<file path="config.mk">
export PLATFORM = sky130hd
export DESIGN_NAME = auto_exposure_white_balance_core_flat
export DESIGN_NICKNAME = d
export VERILOG_FILES = /design/src/hdl/aewb_pkg.sv /design/src/hdl/aewb_stream_if.sv /design/src/hdl/auto_exposure_white_balance_core.sv /design/src/flat_wrapper.sv
export SDC_FILE = /design/constraint.sdc
export NUM_CORES = 2
export LEC_CHECK = 0
export ABC_AREA = 1
export BUFFER_PORTS_ARGS = -buffer_cell sky130_fd_sc_hd__buf_4
export CORE_MARGIN = 4
export CORE_UTILIZATION = 45
export CTS_CLUSTER_DIAMETER = 200
export DETAILED_ROUTE_END_ITERATION = 8
export PLACE_DENSITY = 0.7
export SLEW_MARGIN = 20
export SYNTH_ARGS = -nofsm -noshare
export SYNTH_HDL_FRONTEND = slang
export SYNTH_SLANG_ARGS = --single-unit
</file>
<file path="constraint.sdc">
create_clock -name clk_i -period 27.4 [get_ports clk_i]
set_input_delay 5.48 -clock clk_i [delete_from_list [all_inputs] [get_ports clk_i]]
set_output_delay 5.48 -clock clk_i [all_outputs]
set_load 0.05 [all_outputs]
</file>
<file path="src/hdl/aewb_pkg.sv">
package aewb_pkg;

  localparam int unsigned CFG_IDX_W  = 3;
  localparam int unsigned CFG_DATA_W = 14;

  localparam int unsigned MUL_A_W = 34;
  localparam int unsigned MUL_B_W = 24;
  localparam int unsigned PROD_W  = MUL_A_W + MUL_B_W;
  localparam int unsigned DIV_N_W = 64;
  localparam int unsigned DIV_D_W = 56;
  localparam int unsigned DIV_C_W = $clog2(DIV_N_W);

  typedef enum logic [CFG_IDX_W-1:0] {
    CFG_METERING = 3'd0,
    CFG_TARGET   = 3'd1,
    CFG_EXP_RATE = 3'd2,
    CFG_SH_MAX   = 3'd3,
    CFG_GAIN_MAX = 3'd4,
    CFG_WB_RATE  = 3'd5
  } cfg_idx_e;

  localparam logic [1:0] MODE_SPOT   = 2'd0;
  localparam logic [1:0] MODE_CENTER = 2'd1;

  localparam logic [1:0]  MODE_RESET     = 2'd2;
  localparam logic [10:0] TARGET_RESET   = 11'd184;
  localparam logic [10:0] EXP_RATE_RESET = 11'd512;
  localparam logic [13:0] SH_MAX_RESET   = 14'd1600;
  localparam logic [7:0]  GAIN_MAX_RESET = 8'd60;
  localparam logic [10:0] WB_RATE_RESET  = 11'd512;

  localparam logic [23:0] SH_RESET    = 24'd512000;
  localparam logic [17:0] GAIN_RESET  = 18'd1024;
  localparam logic [19:0] RED_RESET   = 20'd1946;
  localparam logic [19:0] GREEN_RESET = 20'd1024;
  localparam logic [19:0] BLUE_RESET  = 20'd2252;

  localparam logic [23:0] ONE_Q10      = 24'd1024;
  localparam logic [23:0] SAT24        = 24'hFFFFFF;
  localparam logic [23:0] SH_FLOOR     = 24'd4096;
  localparam logic [19:0] WB_CLAMP     = 20'd1047552;
  localparam logic [19:0] WB_MAX       = 20'hFFFFF;
  localparam logic [21:0] BRIGHT_K     = 22'd4166400;
  localparam logic [9:0]  FRAME_K      = 10'd765;
  localparam logic [11:0] SPOT_K       = 12'd765;
  localparam logic [11:0] CENTER_K     = 12'd2295;
  localparam logic [13:0] LONG_SHUTTER = 14'd810;
  localparam logic [13:0] BASE_FRAME   = 14'd802;
  localparam logic [63:0] SCENE_LO     = 64'd51200;
  localparam logic [63:0] SCENE_SPAN   = 64'd153600;
  // 2^32 / 150 rounded up, exact for offsets up to SCENE_SPAN
  localparam logic [24:0] SCENE_RECIP  = 25'd28633116;
  localparam logic [10:0] WEIGHT_ONE   = 11'd1024;
  localparam logic [15:0] CODE_MAX     = 16'hFFFF;

  typedef struct packed {
    logic [7:0] spot_red;
    logic [7:0] spot_green;
    logic [7:0] spot_blue;
    logic [7:0] frame_red;
    logic [7:0] frame_green;
    logic [7:0] frame_blue;
  } in_item_t;

  typedef struct packed {
    logic [13:0] shutter_lines;
    logic [13:0] frame_length;
    logic [7:0]  analog_gain_code;
    logic [15:0] red_gain_code;
    logic [15:0] green_gain_code;
    logic [15:0] blue_gain_code;
  } out_item_t;

  function automatic logic [13:0] round_shutter(logic [23:0] q);
    logic [13:0] whole;
    logic        inc;
    whole = q[23:10];
    inc   = (q[9:0] > 10'd512) || ((q[9:0] == 10'd512) && whole[0]);
    if (inc && (whole != 14'h3FFF)) begin
      return whole + 14'd1;
    end
    return whole;
  endfunction

  function automatic logic [7:0] round_gain(logic [17:0] q);
    logic [7:0] whole;
    logic       inc;
    whole = q[17:10];
    inc   = (q[9:0] > 10'd512) || ((q[9:0] == 10'd512) && whole[0]);
    if (inc && (whole != 8'hFF)) begin
      return whole + 8'd1;
    end
    return whole;
  endfunction

  function automatic logic [15:0] color_code(logic [19:0] g);
    return (g[19:2] > 18'(CODE_MAX)) ? CODE_MAX : g[17:2];
  endfunction

endpackage

</file>
<file path="src/hdl/aewb_stream_if.sv">
interface aewb_stream_if #(
  parameter type payload_t = logic
);
  logic     valid;
  logic     ready;
  payload_t payload;

  modport source (output valid, output payload, input ready);
  modport sink (input valid, input payload, output ready);
endinterface

</file>
<file path="src/hdl/auto_exposure_white_balance_core.sv">
// Channel  | Dir | Handshake    | Payload
// in_i     | in  | valid/ready  | aewb_pkg::in_item_t, one metering sample
// out_o    | out | valid/ready  | aewb_pkg::out_item_t, one result per sample
// cfg      | in  | cfg_we_i     | cfg_idx_i selects register, cfg_data_i value
//
// Each sample runs through the sequencing states and up to six passes through the
// shared 64-bit restoring divider (a zero divisor skips its pass); the core returns
// to idle, ready for the next sample, as the result is registered.
// All products go through one shared 34x24 multiplier, one per cycle.
// rst_ni clears state, gains and registers to their reset values at once.
// in_i.ready is high only while idle; the result register lets the next
// sample in while the last result waits on out_o.ready.
module auto_exposure_white_balance_core (
  input  logic                                   clk_i,
  input  logic                                   rst_ni,
  input  logic                                   cfg_we_i,
  input  logic [aewb_pkg::CFG_IDX_W-1:0]         cfg_idx_i,
  input  logic [aewb_pkg::CFG_DATA_W-1:0]        cfg_data_i,
  aewb_stream_if.sink                            in_i,
  aewb_stream_if.source                          out_o
);

  typedef enum logic [4:0] {
    S_IDLE, S_RATIO, S_RATIO_DIV, S_RATIO_END, S_ERR_MUL, S_ERR_END,
    S_EXP1, S_EXP2, S_EXP3, S_EXP4, S_EXP5, S_EXP6, S_EXP7,
    S_WB_X1, S_WB_X2, S_WB_X3, S_NG1, S_NG2, S_NG3, S_NG4,
    S_SC1, S_SC2, S_SC3, S_SC4, S_SC5, S_SC6,
    S_BL1, S_BL2, S_BL3, S_BL4, S_OUT, S_DIV
  } state_e;

  state_e state_q, ret_q;

  logic [1:0]  mode_q;
  logic [10:0] target_q, erate_q, brate_q;
  logic [13:0] smax_q;
  logic [7:0]  gmax_q;

  logic [23:0] sh_q;
  logic [17:0] g_q;
  logic [19:0] gain_q [3];
  logic [19:0] newg_q [3];
  logic [7:0]  m_q [3];
  logic [9:0]  ssum_q, msum_q;
  logic [23:0] ratio_q, err_q, old_q, e2_q;
  logic        neg_q, up_q, dneg_q;
  logic [1:0]  c_q, w_q;
  logic [63:0] t_q;
  logic [10:0] weight_q;
  logic [21:0] wr_q;
  logic [aewb_pkg::PROD_W-1:0]  prod_q;
  logic [aewb_pkg::DIV_N_W-1:0] div_quo_q;
  logic [aewb_pkg::DIV_D_W-1:0] div_den_q, div_rem_q;
  logic [aewb_pkg::DIV_C_W-1:0] div_cnt_q;
  logic                         out_valid_q;
  aewb_pkg::out_item_t          out_q;

  logic [aewb_pkg::MUL_A_W-1:0] mul_a;
  logic [aewb_pkg::MUL_B_W-1:0] mul_b;
  logic [aewb_pkg::PROD_W-1:0]  mul_p;
  logic [11:0] bsum, kval;
  logic [9:0]  in_ssum, in_msum;
  logic        up_now;
  logic [23:0] sh_cap;
  logic [17:0] g_cap;
  logic [20:0] diff_abs;
  logic        diff_neg;
  logic [aewb_pkg::DIV_D_W:0]   rem_sh;
  logic                         rem_ge;
  logic [aewb_pkg::DIV_D_W-1:0] rem_nx;
  logic [47:0] prod_sh10;
  logic [23:0] err_val;
  logic signed [23:0] blend_v;
  logic [19:0] blend_g;
  logic [63:0] scene_off;
  logic [17:0] scene_clip;
  logic [13:0] sl;

  assign in_ssum = 10'(in_i.payload.spot_red) + 10'(in_i.payload.spot_green)
                 + 10'(in_i.payload.spot_blue);
  assign in_msum = 10'(in_i.payload.frame_red) + 10'(in_i.payload.frame_green)
                 + 10'(in_i.payload.frame_blue);

  always_comb begin
    unique case (mode_q)
      aewb_pkg::MODE_SPOT: begin
        bsum = 12'(ssum_q);
        kval = aewb_pkg::SPOT_K;
      end
      aewb_pkg::MODE_CENTER: begin
        bsum = {1'b0, ssum_q, 1'b0} + 12'(msum_q);
        kval = aewb_pkg::CENTER_K;
      end
      default: begin
        bsum = 12'(msum_q);
        kval = aewb_pkg::SPOT_K;
      end
    endcase
  end

  assign up_now    = err_q > aewb_pkg::ONE_Q10;
  assign sh_cap    = {((smax_q < 14'd4) ? 14'd4 : smax_q), 10'd0};
  assign g_cap     = {((gmax_q == 8'd0) ? 8'd1 : gmax_q), 10'd0};
  assign diff_neg  = newg_q[c_q] < gain_q[c_q];
  assign diff_abs  = diff_neg ? 21'(gain_q[c_q] - newg_q[c_q])
                              : 21'(newg_q[c_q] - gain_q[c_q]);
  assign prod_sh10 = prod_q[57:10];

  always_comb begin
    mul_a = '0;
    mul_b = '0;
    unique case (state_q)
      S_RATIO: begin
        mul_a = 34'(target_q);
        mul_b = 24'(kval);
      end
      S_ERR_MUL: begin
        mul_a = 34'(erate_q);
        mul_b = (ratio_q >= aewb_pkg::ONE_Q10) ? ratio_q - aewb_pkg::ONE_Q10
                                               : aewb_pkg::ONE_Q10 - ratio_q;
      end
      S_EXP1: begin
        mul_a = up_now ? 34'(sh_q) : 34'(g_q);
        mul_b = err_q;
      end
      S_EXP3: begin
        mul_a = 34'(err_q);
        mul_b = old_q;
      end
      S_EXP6: begin
        mul_a = up_q ? 34'(g_q) : 34'(sh_q);
        mul_b = e2_q;
      end
      S_WB_X1: begin
        mul_a = 34'(m_q[c_q]);
        mul_b = 24'(gain_q[w_q]);
      end
      S_WB_X2: begin
        mul_a = 34'(m_q[w_q]);
        mul_b = 24'(gain_q[c_q]);
      end
      S_NG1: begin
        mul_a = 34'(gain_q[c_q]);
        mul_b = 24'(m_q[w_q]);
      end
      S_NG2: begin
        mul_a = 34'(gain_q[w_q]);
        mul_b = 24'(m_q[c_q]);
      end
      S_SC1: begin
        mul_a = 34'(aewb_pkg::BRIGHT_K);
        mul_b = 24'(msum_q);
      end
      S_SC2: begin
        mul_a = 34'(aewb_pkg::FRAME_K);
        mul_b = sh_q;
      end
      S_SC3: begin
        mul_a = prod_q[33:0];
        mul_b = 24'(g_q);
      end
      S_SC5: begin
        mul_a = 34'(aewb_pkg::SCENE_RECIP);
        mul_b = 24'(scene_clip);
      end
      S_BL1: begin
        mul_a = 34'(weight_q);
        mul_b = 24'(brate_q);
      end
      S_BL3: begin
        mul_a = 34'(diff_abs);
        mul_b = 24'(wr_q);
      end
      default: begin
        mul_a = '0;
        mul_b = '0;
      end
    endcase
  end

  assign mul_p = aewb_pkg::PROD_W'(mul_a) * aewb_pkg::PROD_W'(mul_b);

  assign rem_sh = {div_rem_q, div_quo_q[aewb_pkg::DIV_N_W-1]};
  assign rem_ge = rem_sh >= {1'b0, div_den_q};
  assign rem_nx = rem_ge ? aewb_pkg::DIV_D_W'(rem_sh - {1'b0, div_den_q})
                         : rem_sh[aewb_pkg::DIV_D_W-1:0];

  always_comb begin
    err_val = '0;
    if (neg_q) begin
      if (prod_q < 58'd1048576) begin
        err_val = 24'((58'd1048576 - prod_q) >> 10);
      end
    end else begin
      err_val = (prod_q[57:10] + 48'd1024 > 48'(aewb_pkg::SAT24))
              ? aewb_pkg::SAT24 : 24'(prod_q[57:10] + 48'd1024);
    end
  end

  always_comb begin
    if (dneg_q) begin
      blend_v = signed'(24'(gain_q[c_q])) - signed'(24'(prod_q[41:20]));
    end else begin
      blend_v = signed'(24'(gain_q[c_q])) + signed'(24'(prod_q[41:20]));
    end
    if (blend_v < 0) begin
      blend_g = '0;
    end else if (blend_v > signed'(24'(aewb_pkg::WB_MAX))) begin
      blend_g = aewb_pkg::WB_MAX;
    end else begin
      blend_g = blend_v[19:0];
    end
  end

  assign scene_off  = div_quo_q - aewb_pkg::SCENE_LO;
  assign scene_clip = (scene_off > aewb_pkg::SCENE_SPAN) ? 18'(aewb_pkg::SCENE_SPAN)
                                                         : scene_off[17:0];
  assign sl         = aewb_pkg::round_shutter(sh_q);

  assign in_i.ready    = state_q == S_IDLE;
  assign out_o.valid   = out_valid_q;
  assign out_o.payload = out_q;

  always_ff @(posedge clk_i or negedge rst_ni) begin
    if (!rst_ni) begin
      state_q     <= S_IDLE;
      ret_q       <= S_IDLE;
      mode_q      <= aewb_pkg::MODE_RESET;
      target_q    <= aewb_pkg::TARGET_RESET;
      erate_q     <= aewb_pkg::EXP_RATE_RESET;
      smax_q      <= aewb_pkg::SH_MAX_RESET;
      gmax_q      <= aewb_pkg::GAIN_MAX_RESET;
      brate_q     <= aewb_pkg::WB_RATE_RESET;
      sh_q        <= aewb_pkg::SH_RESET;
      g_q         <= aewb_pkg::GAIN_RESET;
      gain_q[0]   <= aewb_pkg::RED_RESET;
      gain_q[1]   <= aewb_pkg::GREEN_RESET;
      gain_q[2]   <= aewb_pkg::BLUE_RESET;
      c_q         <= '0;
      w_q         <= '0;
      div_cnt_q   <= '0;
      out_valid_q <= 1'b0;
    end else begin
      prod_q <= mul_p;

      if (cfg_we_i) begin
        unique case (aewb_pkg::cfg_idx_e'(cfg_idx_i))
          aewb_pkg::CFG_METERING: mode_q   <= cfg_data_i[1:0];
          aewb_pkg::CFG_TARGET:   target_q <= cfg_data_i[10:0];
          aewb_pkg::CFG_EXP_RATE: erate_q  <= cfg_data_i[10:0];
          aewb_pkg::CFG_SH_MAX:   smax_q   <= cfg_data_i;
          aewb_pkg::CFG_GAIN_MAX: gmax_q   <= cfg_data_i[7:0];
          aewb_pkg::CFG_WB_RATE:  brate_q  <= cfg_data_i[10:0];
          default: ;
        endcase
      end

      if (out_valid_q && out_o.ready) begin
        out_valid_q <= 1'b0;
      end

      unique case (state_q)
        S_IDLE: begin
          if (in_i.valid) begin
            m_q[0]  <= in_i.payload.frame_red;
            m_q[1]  <= in_i.payload.frame_green;
            m_q[2]  <= in_i.payload.frame_blue;
            ssum_q  <= in_ssum;
            msum_q  <= in_msum;
            state_q <= S_RATIO;
          end
        end
        S_RATIO: state_q <= S_RATIO_DIV;
        S_RATIO_DIV: begin
          if (bsum == '0) begin
            ratio_q <= aewb_pkg::SAT24;
            state_q <= S_ERR_MUL;
          end else begin
            div_quo_q <= 64'(prod_q);
            div_den_q <= 56'(bsum);
            div_rem_q <= '0;
            div_cnt_q <= '0;
            ret_q     <= S_RATIO_END;
            state_q   <= S_DIV;
          end
        end
        S_RATIO_END: begin
          ratio_q <= (div_quo_q > 64'(aewb_pkg::SAT24)) ? aewb_pkg::SAT24
                                                        : div_quo_q[23:0];
          state_q <= S_ERR_MUL;
        end
        S_ERR_MUL: begin
          neg_q   <= ratio_q < aewb_pkg::ONE_Q10;
          state_q <= S_ERR_END;
        end
        S_ERR_END: begin
          err_q   <= err_val;
          state_q <= S_EXP1;
        end
        S_EXP1: begin
          up_q    <= up_now;
          old_q   <= up_now ? sh_q : 24'(g_q);
          state_q <= S_EXP2;
        end
        S_EXP2: begin
          if (up_q) begin
            sh_q <= (prod_sh10 > 48'(sh_cap)) ? sh_cap : prod_sh10[23:0];
          end else begin
            g_q <= (prod_sh10 < 48'(aewb_pkg::ONE_Q10)) ? 18'(aewb_pkg::ONE_Q10)
                                                      : prod_sh10[17:0];
          end
          state_q <= S_EXP3;
        end
        S_EXP3: state_q <= S_EXP4;
        S_EXP4: begin
          if ((up_q ? sh_q : 24'(g_q)) == '0) begin
            e2_q    <= aewb_pkg::SAT24;
            state_q <= S_EXP6;
          end else begin
            div_quo_q <= 64'(prod_q);
            div_den_q <= up_q ? 56'(sh_q) : 56'(g_q);
            div_rem_q <= '0;
            div_cnt_q <= '0;
            ret_q     <= S_EXP5;
            state_q   <= S_DIV;
          end
        end
        S_EXP5: begin
          e2_q    <= (div_quo_q > 64'(aewb_pkg::SAT24)) ? aewb_pkg::SAT24
                                                        : div_quo_q[23:0];
          state_q <= S_EXP6;
        end
        S_EXP6: begin
          c_q <= 2'd1;
          w_q <= 2'd0;
          if ((up_q && (e2_q > aewb_pkg::ONE_Q10)) ||
              (!up_q && (e2_q < aewb_pkg::ONE_Q10))) begin
            state_q <= S_EXP7;
          end else begin
            state_q <= S_WB_X1;
          end
        end
        S_EXP7: begin
          if (up_q) begin
            g_q <= (prod_sh10 > 48'(g_cap)) ? g_cap : prod_sh10[17:0];
          end else begin
            sh_q <= (prod_sh10 < 48'(aewb_pkg::SH_FLOOR)) ? aewb_pkg::SH_FLOOR
                                                         : prod_sh10[23:0];
          end
          state_q <= S_WB_X1;
        end
        S_WB_X1: state_q <= S_WB_X2;
        S_WB_X2: begin
          t_q     <= 64'(prod_q);
          state_q <= S_WB_X3;
        end
        S_WB_X3: begin
          if (t_q > 64'(prod_q)) begin
            w_q <= c_q;
          end
          if (c_q == 2'd2) begin
            c_q     <= 2'd0;
            state_q <= S_NG1;
          end else begin
            c_q     <= c_q + 2'd1;
            state_q <= S_WB_X1;
          end
        end
        S_NG1: state_q <= S_NG2;
        S_NG2: begin
          t_q     <= 64'(prod_q) << 10;
          state_q <= S_NG3;
        end
        S_NG3: begin
          if (prod_q == '0) begin
            newg_q[c_q] <= aewb_pkg::WB_CLAMP;
            c_q         <= (c_q == 2'd2) ? 2'd0 : c_q + 2'd1;
            state_q     <= (c_q == 2'd2) ? S_SC1 : S_NG1;
          end else begin
            div_quo_q <= t_q;
            div_den_q <= 56'(prod_q);
            div_rem_q <= '0;
            div_cnt_q <= '0;
            ret_q     <= S_NG4;
            state_q   <= S_DIV;
          end
        end
        S_NG4: begin
          newg_q[c_q] <= (div_quo_q > 64'(aewb_pkg::WB_CLAMP)) ? aewb_pkg::WB_CLAMP
                                                              : div_quo_q[19:0];
          c_q         <= (c_q == 2'd2) ? 2'd0 : c_q + 2'd1;
          state_q     <= (c_q == 2'd2) ? S_SC1 : S_NG1;
        end
        S_SC1: state_q <= S_SC2;
        S_SC2: begin
          t_q     <= 64'(prod_q) << 30;
          state_q <= S_SC3;
        end
        S_SC3: state_q <= S_SC4;
        S_SC4: begin
          if (prod_q == '0) begin
            weight_q <= aewb_pkg::WEIGHT_ONE;
            state_q  <= S_BL1;
          end else begin
            div_quo_q <= t_q;
            div_den_q <= 56'(prod_q);
            div_rem_q <= '0;
            div_cnt_q <= '0;
            ret_q     <= S_SC5;
            state_q   <= S_DIV;
          end
        end
        S_SC5: begin
          if (div_quo_q <= aewb_pkg::SCENE_LO) begin
            weight_q <= '0;
            state_q  <= S_BL1;
          end else begin
            state_q  <= S_SC6;
          end
        end
        S_SC6: begin
          weight_q <= (prod_q[42:32] > aewb_pkg::WEIGHT_ONE) ? aewb_pkg::WEIGHT_ONE
                                                             : prod_q[42:32];
          state_q  <= S_BL1;
        end
        S_BL1: state_q <= S_BL2;
        S_BL2: begin
          wr_q    <= prod_q[21:0];
          c_q     <= 2'd0;
          state_q <= S_BL3;
        end
        S_BL3: begin
          dneg_q  <= diff_neg;
          state_q <= S_BL4;
        end
        S_BL4: begin
          gain_q[c_q] <= blend_g;
          if (c_q == 2'd2) begin
            c_q     <= 2'd0;
            state_q <= S_OUT;
          end else begin
            c_q     <= c_q + 2'd1;
            state_q <= S_BL3;
          end
        end
        S_OUT: begin
          if (!out_valid_q) begin
            out_q.shutter_lines    <= sl;
            out_q.frame_length     <= (sl > aewb_pkg::LONG_SHUTTER) ? sl
                                                                    : aewb_pkg::BASE_FRAME;
            out_q.analog_gain_code <= aewb_pkg::round_gain(g_q);
            out_q.red_gain_code    <= aewb_pkg::color_code(gain_q[0]);
            out_q.green_gain_code  <= aewb_pkg::color_code(gain_q[1]);
            out_q.blue_gain_code   <= aewb_pkg::color_code(gain_q[2]);
            out_valid_q            <= 1'b1;
            state_q                <= S_IDLE;
          end
        end
        S_DIV: begin
          div_rem_q <= rem_nx;
          div_quo_q <= {div_quo_q[aewb_pkg::DIV_N_W-2:0], rem_ge};
          div_cnt_q <= div_cnt_q + aewb_pkg::DIV_C_W'(1);
          if (div_cnt_q == aewb_pkg::DIV_C_W'(aewb_pkg::DIV_N_W - 1)) begin
            state_q <= ret_q;
          end
        end
        default: state_q <= S_IDLE;
      endcase
    end
  end

  a_sh_floor: assert property (@(posedge clk_i) disable iff (!rst_ni)
    sh_q >= aewb_pkg::SH_FLOOR) else $error("shutter below floor");

  a_gain_floor: assert property (@(posedge clk_i) disable iff (!rst_ni)
    g_q >= 18'(aewb_pkg::ONE_Q10)) else $error("gain below unity");

  a_div_den: assert property (@(posedge clk_i) disable iff (!rst_ni)
    state_q == S_DIV |-> div_den_q != '0) else $error("divide by zero");

  a_accept_start: assert property (@(posedge clk_i) disable iff (!rst_ni)
    in_i.valid && in_i.ready |=> state_q == S_RATIO) else $error("item not started");

  a_out_drop: assert property (@(posedge clk_i) disable iff (!rst_ni)
    out_valid_q && out_o.ready |=> !out_valid_q) else $error("result repeated");

endmodule

</file>
<file path="src/flat_wrapper.sv">
// flat-port wrapper written by rule: the top's interface ports become plain ports
module auto_exposure_white_balance_core_flat import aewb_pkg::*;
  (clk_i, rst_ni, cfg_we_i, cfg_idx_i, cfg_data_i, in_i_valid, in_i_payload, in_i_ready, out_o_valid, out_o_payload, out_o_ready);
  aewb_stream_if #(.payload_t(in_item_t)) in_i_i ();
  aewb_stream_if #(.payload_t(out_item_t)) out_o_i ();
  input  logic clk_i;
  input  logic rst_ni;
  input  logic cfg_we_i;
  input  logic [aewb_pkg::CFG_IDX_W-1:0] cfg_idx_i;
  input  logic [aewb_pkg::CFG_DATA_W-1:0] cfg_data_i;
  input wire logic [$bits(in_i_i.valid)-1:0] in_i_valid;
  input wire logic [$bits(in_i_i.payload)-1:0] in_i_payload;
  output wire logic [$bits(in_i_i.ready)-1:0] in_i_ready;
  output wire logic [$bits(out_o_i.valid)-1:0] out_o_valid;
  output wire logic [$bits(out_o_i.payload)-1:0] out_o_payload;
  input wire logic [$bits(out_o_i.ready)-1:0] out_o_ready;
  assign in_i_i.valid = in_i_valid;
  assign in_i_i.payload = in_i_payload;
  assign in_i_ready = in_i_i.ready;
  assign out_o_valid = out_o_i.valid;
  assign out_o_payload = out_o_i.payload;
  assign out_o_i.ready = out_o_ready;
  auto_exposure_white_balance_core u_core (.clk_i(clk_i), .rst_ni(rst_ni), .cfg_we_i(cfg_we_i), .cfg_idx_i(cfg_idx_i), .cfg_data_i(cfg_data_i), .in_i(in_i_i), .out_o(out_o_i));
endmodule
</file>
After elaboration in Yosys (flattened, before gate mapping). Memories as Yosys holds them, arrays and structs flattened. Index checks and enable logic that the tools add are counted. W data, S select, Z words.

Flip-flop bits (word level): 714. Bits in writable memories: 84. Input port bits: 70. Word-level logic and storage cells: 328. Memories kept: 2.

$add $sub $neg: 19. $mul: 1. Order comparisons: 31. Equal/unequal tests: 61. Mux-type cells: 110. Bitwise gates (word level): 4. Reduce and logical (&&, ||, !) cells: 60.

Memory list: u_core.newg_q (depth 3, bits a word 20, rd ports 1, clocked after memory_dff 0, write ports 1, line auto_exposure_white_balance_core.sv:41) `logic [19:0] newg_q [3];`; u_core.m_q (depth 3, bits a word 8, rd ports 2, clocked after memory_dff 0, write ports 3, line auto_exposure_white_balance_core.sv:42) `logic [7:0] m_q [3];`.

Operators by type and width (number): $pmux W34 S15 (1); $mux W56 (7); $mux W24 (16); $pmux W24 S15 (1); $pmux W64 S4 (1); $pmux W56 S4 (1); $mux W64 (3); $pmux W64 S3 (1); $mux W20 (9); $pmux W56 S3 (1); $pmux W5 S32 (1); $pmux W24 S2 (3); $mux W18 (6); $bmux W20 S2 (2); $eq A5 B5 Y1 const B (16); $gt A64 B18 Y1 const B (1); $gt A64 B20 Y1 const B (1); $gt A64 B24 Y1 const B (1); $gt A64 B58 Y1 (1); $le A64 B16 Y1 const B (1); $sub A64 B16 Y64 const B (1); $bwmux W60 (1); $logic_not A58 Y1 (1); $lt A58 B21 Y1 const B (1); other kinds (89) (208).

Logic depth before layout (Yosys ltp).
Depth in word-level cells: 10. Mapped depth: 54.

Least setup slack after synthesis. Ideal clock, no wire load.

Path type: input -> register. Start: input rst_ni. End: register u_core.div_quo_q[0] (netlist name), enable pin. Library setup time: 601 ps. Data arrival time: 10724 ps. Setup slack: 16075 ps. Stages on the path: 3. Buffers on the path: 1. Path through: inv_1 -> clkbuf_1 -> nor2_1.

Word-level cells in the longest chain between the ends: 1.

RTL lines: start: declaration (line flat_wrapper.sv:7) `input logic rst_ni;`; $reduce_and A5 Y1 (no line); end signal: assignment (line auto_exposure_white_balance_core.sv:278) `div_quo_q <= 64'(prod_q);`; end signal: assignment (line auto_exposure_white_balance_core.sv:319) `div_quo_q <= 64'(prod_q);`; end signal: assignment (line auto_exposure_white_balance_core.sv:379) `div_quo_q <= t_q;`; end: declaration (line auto_exposure_white_balance_core.sv:51) `logic [aewb_pkg::DIV_N_W-1:0] div_quo_q;`.

No other way between the ends. A chain may end at the register's enable or synchronous reset.

Worst setup path after layout.
Start: register u_core.c_q[1]. End: register u_core.prod_q[53] (netlist name), data pin.

Word-level cells in the longest chain between the ends: 8. Elaborated cells on any way between the ends: 13. Classes of those cells: add/sub (2); mul (1); order compare (1); mux (6); bitwise (1); memory (2).

RTL lines: start: declaration (line auto_exposure_white_balance_core.sv:46) `logic [1:0] c_q, w_q;`; start signal: assignment (line auto_exposure_white_balance_core.sv:364) `c_q <= c_q + 2'd1;`; start signal: assignment (line auto_exposure_white_balance_core.sv:376) `c_q <= (c_q == 2'd2) ? 2'd0 : c_q + 2'd1;`; start signal: assignment (line auto_exposure_white_balance_core.sv:390) `c_q <= (c_q == 2'd2) ? 2'd0 : c_q + 2'd1;`; $not A2 Y3 (not written as such); $bmux W20 S2; $mux W20 (not written as such) (2 in a row); $sub A20 B20 Y21 (tied with other cells) (line auto_exposure_white_balance_core.sv:105) `: 21'(newg_q[c_q] - gain_q[c_q]);`; $mux W21 (line auto_exposure_white_balance_core.sv:104) `assign diff_abs = diff_neg ? 21'(gain_q[c_q] - newg_q[c_q])`; $pmux W34 S15 (line auto_exposure_white_balance_core.sv:111) `unique case (state_q)`; $mul A34 B24 Y58 * (line auto_exposure_white_balance_core.sv:180) `assign mul_p = aewb_pkg::PROD_W'(mul_a) * aewb_pkg::PROD_W'(mul_b);`; named net u_core.mul_p (one bit) (line auto_exposure_white_balance_core.sv:59) `logic [aewb_pkg::PROD_W-1:0] mul_p;`; end signal: assignment (line auto_exposure_white_balance_core.sv:243) `prod_q <= mul_p;`; end: declaration (line auto_exposure_white_balance_core.sv:50) `logic [aewb_pkg::PROD_W-1:0] prod_q;`.

The timed path passes the listed nets; every way through them passes the cells marked *. The select of a mux whose other input is x is not followed.

==> results.md <==
| Quantity | Reported | Unit |
|---|---|---|
| Max-cap violations | 0 | - |
| Final routed wire length divided by cell count | 28.5 | um |
| Cell area after synthesis | 0.0802 | mm2 |
| Count of vias placed by the detailed router | 76200 | - |
| Largest cells by area after synthesis | edfxtp_1 23%, fa_1 18%, nand2_1 11% | - |
| Run status | completed | - |
| Pin count of the biggest net entering global routing | 94 | - |
| Largest area contributor in the netlist | edfxtp_1 | - |
| Number of buffers inserted during clock tree synthesis | 96 | - |
| Kind of launch point of the worst setup path | flip-flop | - |
| Die outline height | 430 | um |
| Fin crit share | 50.3 | % |
| Number of warnings issued by yosys | 0 | - |
| Static power due to leakage | 41.1 | nW |
| CP peak stage delay | 1.04 | ns |
| CP Max Fanout | 25 | - |
| Synthesized-area fraction occupied by ao, oa, aoi and oai cells | 12.2 | % |
| Async SR Flop Fraction | 22.5 | % |
| Setup total negative slack | 0 | ns |
| Unrepaired setup endpoints after global routing | false | - |
| Leftover overflow at the end of global routing | 0 | - |
| Clk sinks | 797 | - |
| Buffering stage count on the worst path with inverters included | 12 | - |
| Class of the tightest hold or removal check | flip-flop to flip-flop | - |
| Post-synth EDFFs | 618 | - |
| Most common cell on crit path | inv_1 | - |
| Most instantiated cells after synthesis | 2276 x nand2_1, 1905 x inv_1, 908 x nor2_1, 712 x fa_1, 618 x edfxtp_1 | - |
| Via count of the first global-routing pass | 74500 | - |
| Number of ports placed on the die boundary | 156 | - |
| Portion of netlist area occupied by mux cells | 0.0390 | % |
| Clock transition time at the flip-flop clock pins of the worst setup and hold paths | 0.06 | ns |
| Core area | 0.177 | mm2 |
| Arrival time at the worst endpoint | 14.22 | ns |
| Area growth, synth to finish | 9.63 | % |
| Number of buffers inserted for hold repair after clock tree synthesis | 0 | - |
| Shortest period the worst path allows | 13.78 | ns |
| Worst clock skew | 0.0751 | ns |
| Setup Buffers After CTS | 0 | - |
| Least-Margin Pin Slew | 1.23 | ns |
| Gate family responsible for the most delay along the worst path | adder cells | - |
| Routability Congestion | 1.06 | - |
| Main combinational cell family by area after synthesis | adder cells | - |
| Post-synthesis cell type count | 74 | - |
| Worst-case clock buffer depth | 3 | - |
| Effective utilization at floorplan | 45.4 | % |
| Endpoints failing setup | 0 | - |
| Proportion of synthesized chip area in sequential cells | 28.8 | % |
| First-pass GRT wire length | 519 | mm |
| Max Clk Rate | 72.6 | MHz |
| Number of synthesized register bits | 797 | - |
| Net count reported at finish | 11500 | - |
| Number of cells upsized or downsized after cts | 0 | - |
| Num rows | 154 | - |
| Remaining antenna violation count after routing | 0 | - |
| Floorplan die area | 0.185 | mm2 |
| Clock latency reported for the late side of the worst-skew pair | 0.76 | ns |
| Number of antenna violations at the first check in global routing | 24 | - |
| Filler-free cell count of the finished design | 12700 | - |
| Horizontal die dimension | 430 | um |
| Slew Limit Headroom | 17.1 | % |
| Global routing usage summed across all routing layers | 38.4 | % |
| Max Slew Vio Count | 0 | - |
| Hold Fails Final Rpt | 0 | - |
| Critical path type | flip-flop to flip-flop | - |
| CTS H-tree depth | 3 | - |
| Library cell with the highest instance count after synthesis | nand2_1 | - |
| Clock tree from TritonCTS | done | - |
| Simple-gate portion of the synthesized area | 20.4 | % |
| Maximum vdd ir drop | 0.0580 | mV |
| Number of placed instances with taps included | 12500 | - |
| Buffer cell driving the clock tree root | clkbuf_16 | - |
| Remaining design rule violation count | 0 | - |
| Power per standard cell area | 47.2 | mW/mm2 |
| Post-detailed-route via-to-cell ratio | 5.99 | - |
| Mean Syn Cell Area | 7.91 | um2 |
| Post-DP HPWL | 283 | mm |
| Most used DFF post-synth | edfxtp_1 | - |
| Worst path slowest cell | dfrtp_1 | - |
| Iteration count of the initial detailed-routing pass | 7 | - |
| Iter 0 DRT Violations | 10100 | - |
| Total Routed Length | 363 | mm |
| Required @ worst endpoint | 27.84 | ns |
| Post-synthesis adder-cell area fraction | 24.9 | % |
| Share of final-layout standard cells stronger than drive strength 1 | 6.73 | % |
| Port buffer count | 155 | - |
| Fraction of synthesized cell area in xor and xnor cells | 2.43 | % |
| CP endpoint kind | flip-flop | - |
| Top cell type's share of synthesized area | 23.1 | % |
| Cells after synthesis | 10100 | - |
[cells by family after synthesis]
| group | count (synthesis) |
|---|---|
| buffers and inverters | 2325 |
| XOR/XNOR | 222 |
| other | 2 |
| AND/OR/NAND/NOR | 3963 |
| AO/OA/AOI/OAI | 1655 |
| multiplexers | 3 |
| adder cells (fa/ha/maj) | 1166 |
| flip-flops | 797 |
[area by class of cell]
class	count	area, um2
multi-input cells	7069	48500
repair buffers	349	2630
diodes	15	37.5
well taps	2340	2930
fillers	17200	88800
clock buffers	113	2520
clock inverters	65	805
flip-flops and latches	797	23100
inverters	1972	7400
[routing by layer]
layer / vias up / GRT usage, % / share of wire (%)
met3: 1103 / 9.89 / 12
met2: 5001 / 57.8 / 43
li1: 32900 / - / -
met4: 18 / 21.3 / 6.5
met1: 37200 / 50.7 / 39
met5: - / 0.598 / 0.074
[where the power goes]
part	switching [mW]	total, mW	internal [mW]
clock network	0.588	1.38	0.788
registers	0.0985	1.53	1.43
logic	0.844	1.25	0.403
total	1.53	4.15	2.62
[through the flow]
step / power, mW / hold slack, ns / utilization, % / setup slack [ns] / area [um2]
global placement: 2.69 / 0.457 / 47.8 / 14.22 / 84500
CTS: 4.07 / 0.469 / 49.7 / 13.82 / 87800
floorplan: 2.30 / 0.448 / - / 16.08 / 80400
global route: 4.34 / 0.485 / 49.7 / 12.98 / 87900
detailed placement: 2.69 / 0.459 / 47.8 / 13.93 / 84500
finish: 4.15 / 0.471 / 49.7 / 13.62 / 87900
[tightest hold or removal path: stages, from the launching register on]
cell and delay [ns]:
dfstp_2 0.37, nand2_1 0.06, nand2_1 0.05
[final timing paths]
path                                              start                             to  slack [ns]  depth (start not counted)
min                        u_core.gain_q[3]$_DFFE_PN1P_   u_core.gain_q[3]$_DFFE_PN1P_        0.47                          2
max in group asynchronous                        rst_ni  u_core.gain_q[25]$_DFFE_PN0P_       20.68                          3
max                           u_core.c_q[1]$_DFFE_PN0P_    u_core.prod_q[53]$_DFFE_PP_       13.62                         42
min in group asynchronous                        rst_ni   u_core.out_o.valid$_DFF_PN0_        4.71                          1
min reg2reg                u_core.gain_q[3]$_DFFE_PN1P_   u_core.gain_q[3]$_DFFE_PN1P_        0.47                          2
max reg2reg                   u_core.c_q[1]$_DFFE_PN0P_    u_core.prod_q[53]$_DFFE_PP_       13.62                         42
[cell usage in the layout, fill, tap and decap left out, types with 22 or more instances in the layout]
master     synthesis  layout
nor3_1           103     101
a21oi_2           22      22
a21oi_1          556     555
ha_1             454     454
buf_4             35     348
clkbuf_16          0      97
edfxtp_1         618     618
nand2_1         2276    2265
a31oi_1           42      42
nor2_1           908     889
o211ai_1          32      32
conb_1             2      60
a221oi_1          48      48
clkinv_1          32      40
nand3_1          430     428
o21bai_1          36      36
inv_2             35      37
a22oi_1          108     108
xor2_1           178     178
nor2_2            13      23
xnor2_1           44      44
o22ai_1          123     123
fa_1             712     712
o221ai_1          46      46
inv_1           1905    1902
nand4_1          115     115
dfrtp_1          145     145
a21o_1            38      38
dfstp_2           34      34
nor4_1            53      53
o21ai_0          496     496
[sequential cells by signal, indices dropped and copies added (netlist names), 56 cells and up]
register	count
u_core.newg_q	60
u_core.t_q	64
u_core.div_den_q	56
u_core.out_o.payload	84
u_core.prod_q	58
u_core.div_quo_q	64
u_core.gain_q	60
u_core.div_rem_q	56
No activity file was read; power rests on OpenSTA's default activity.
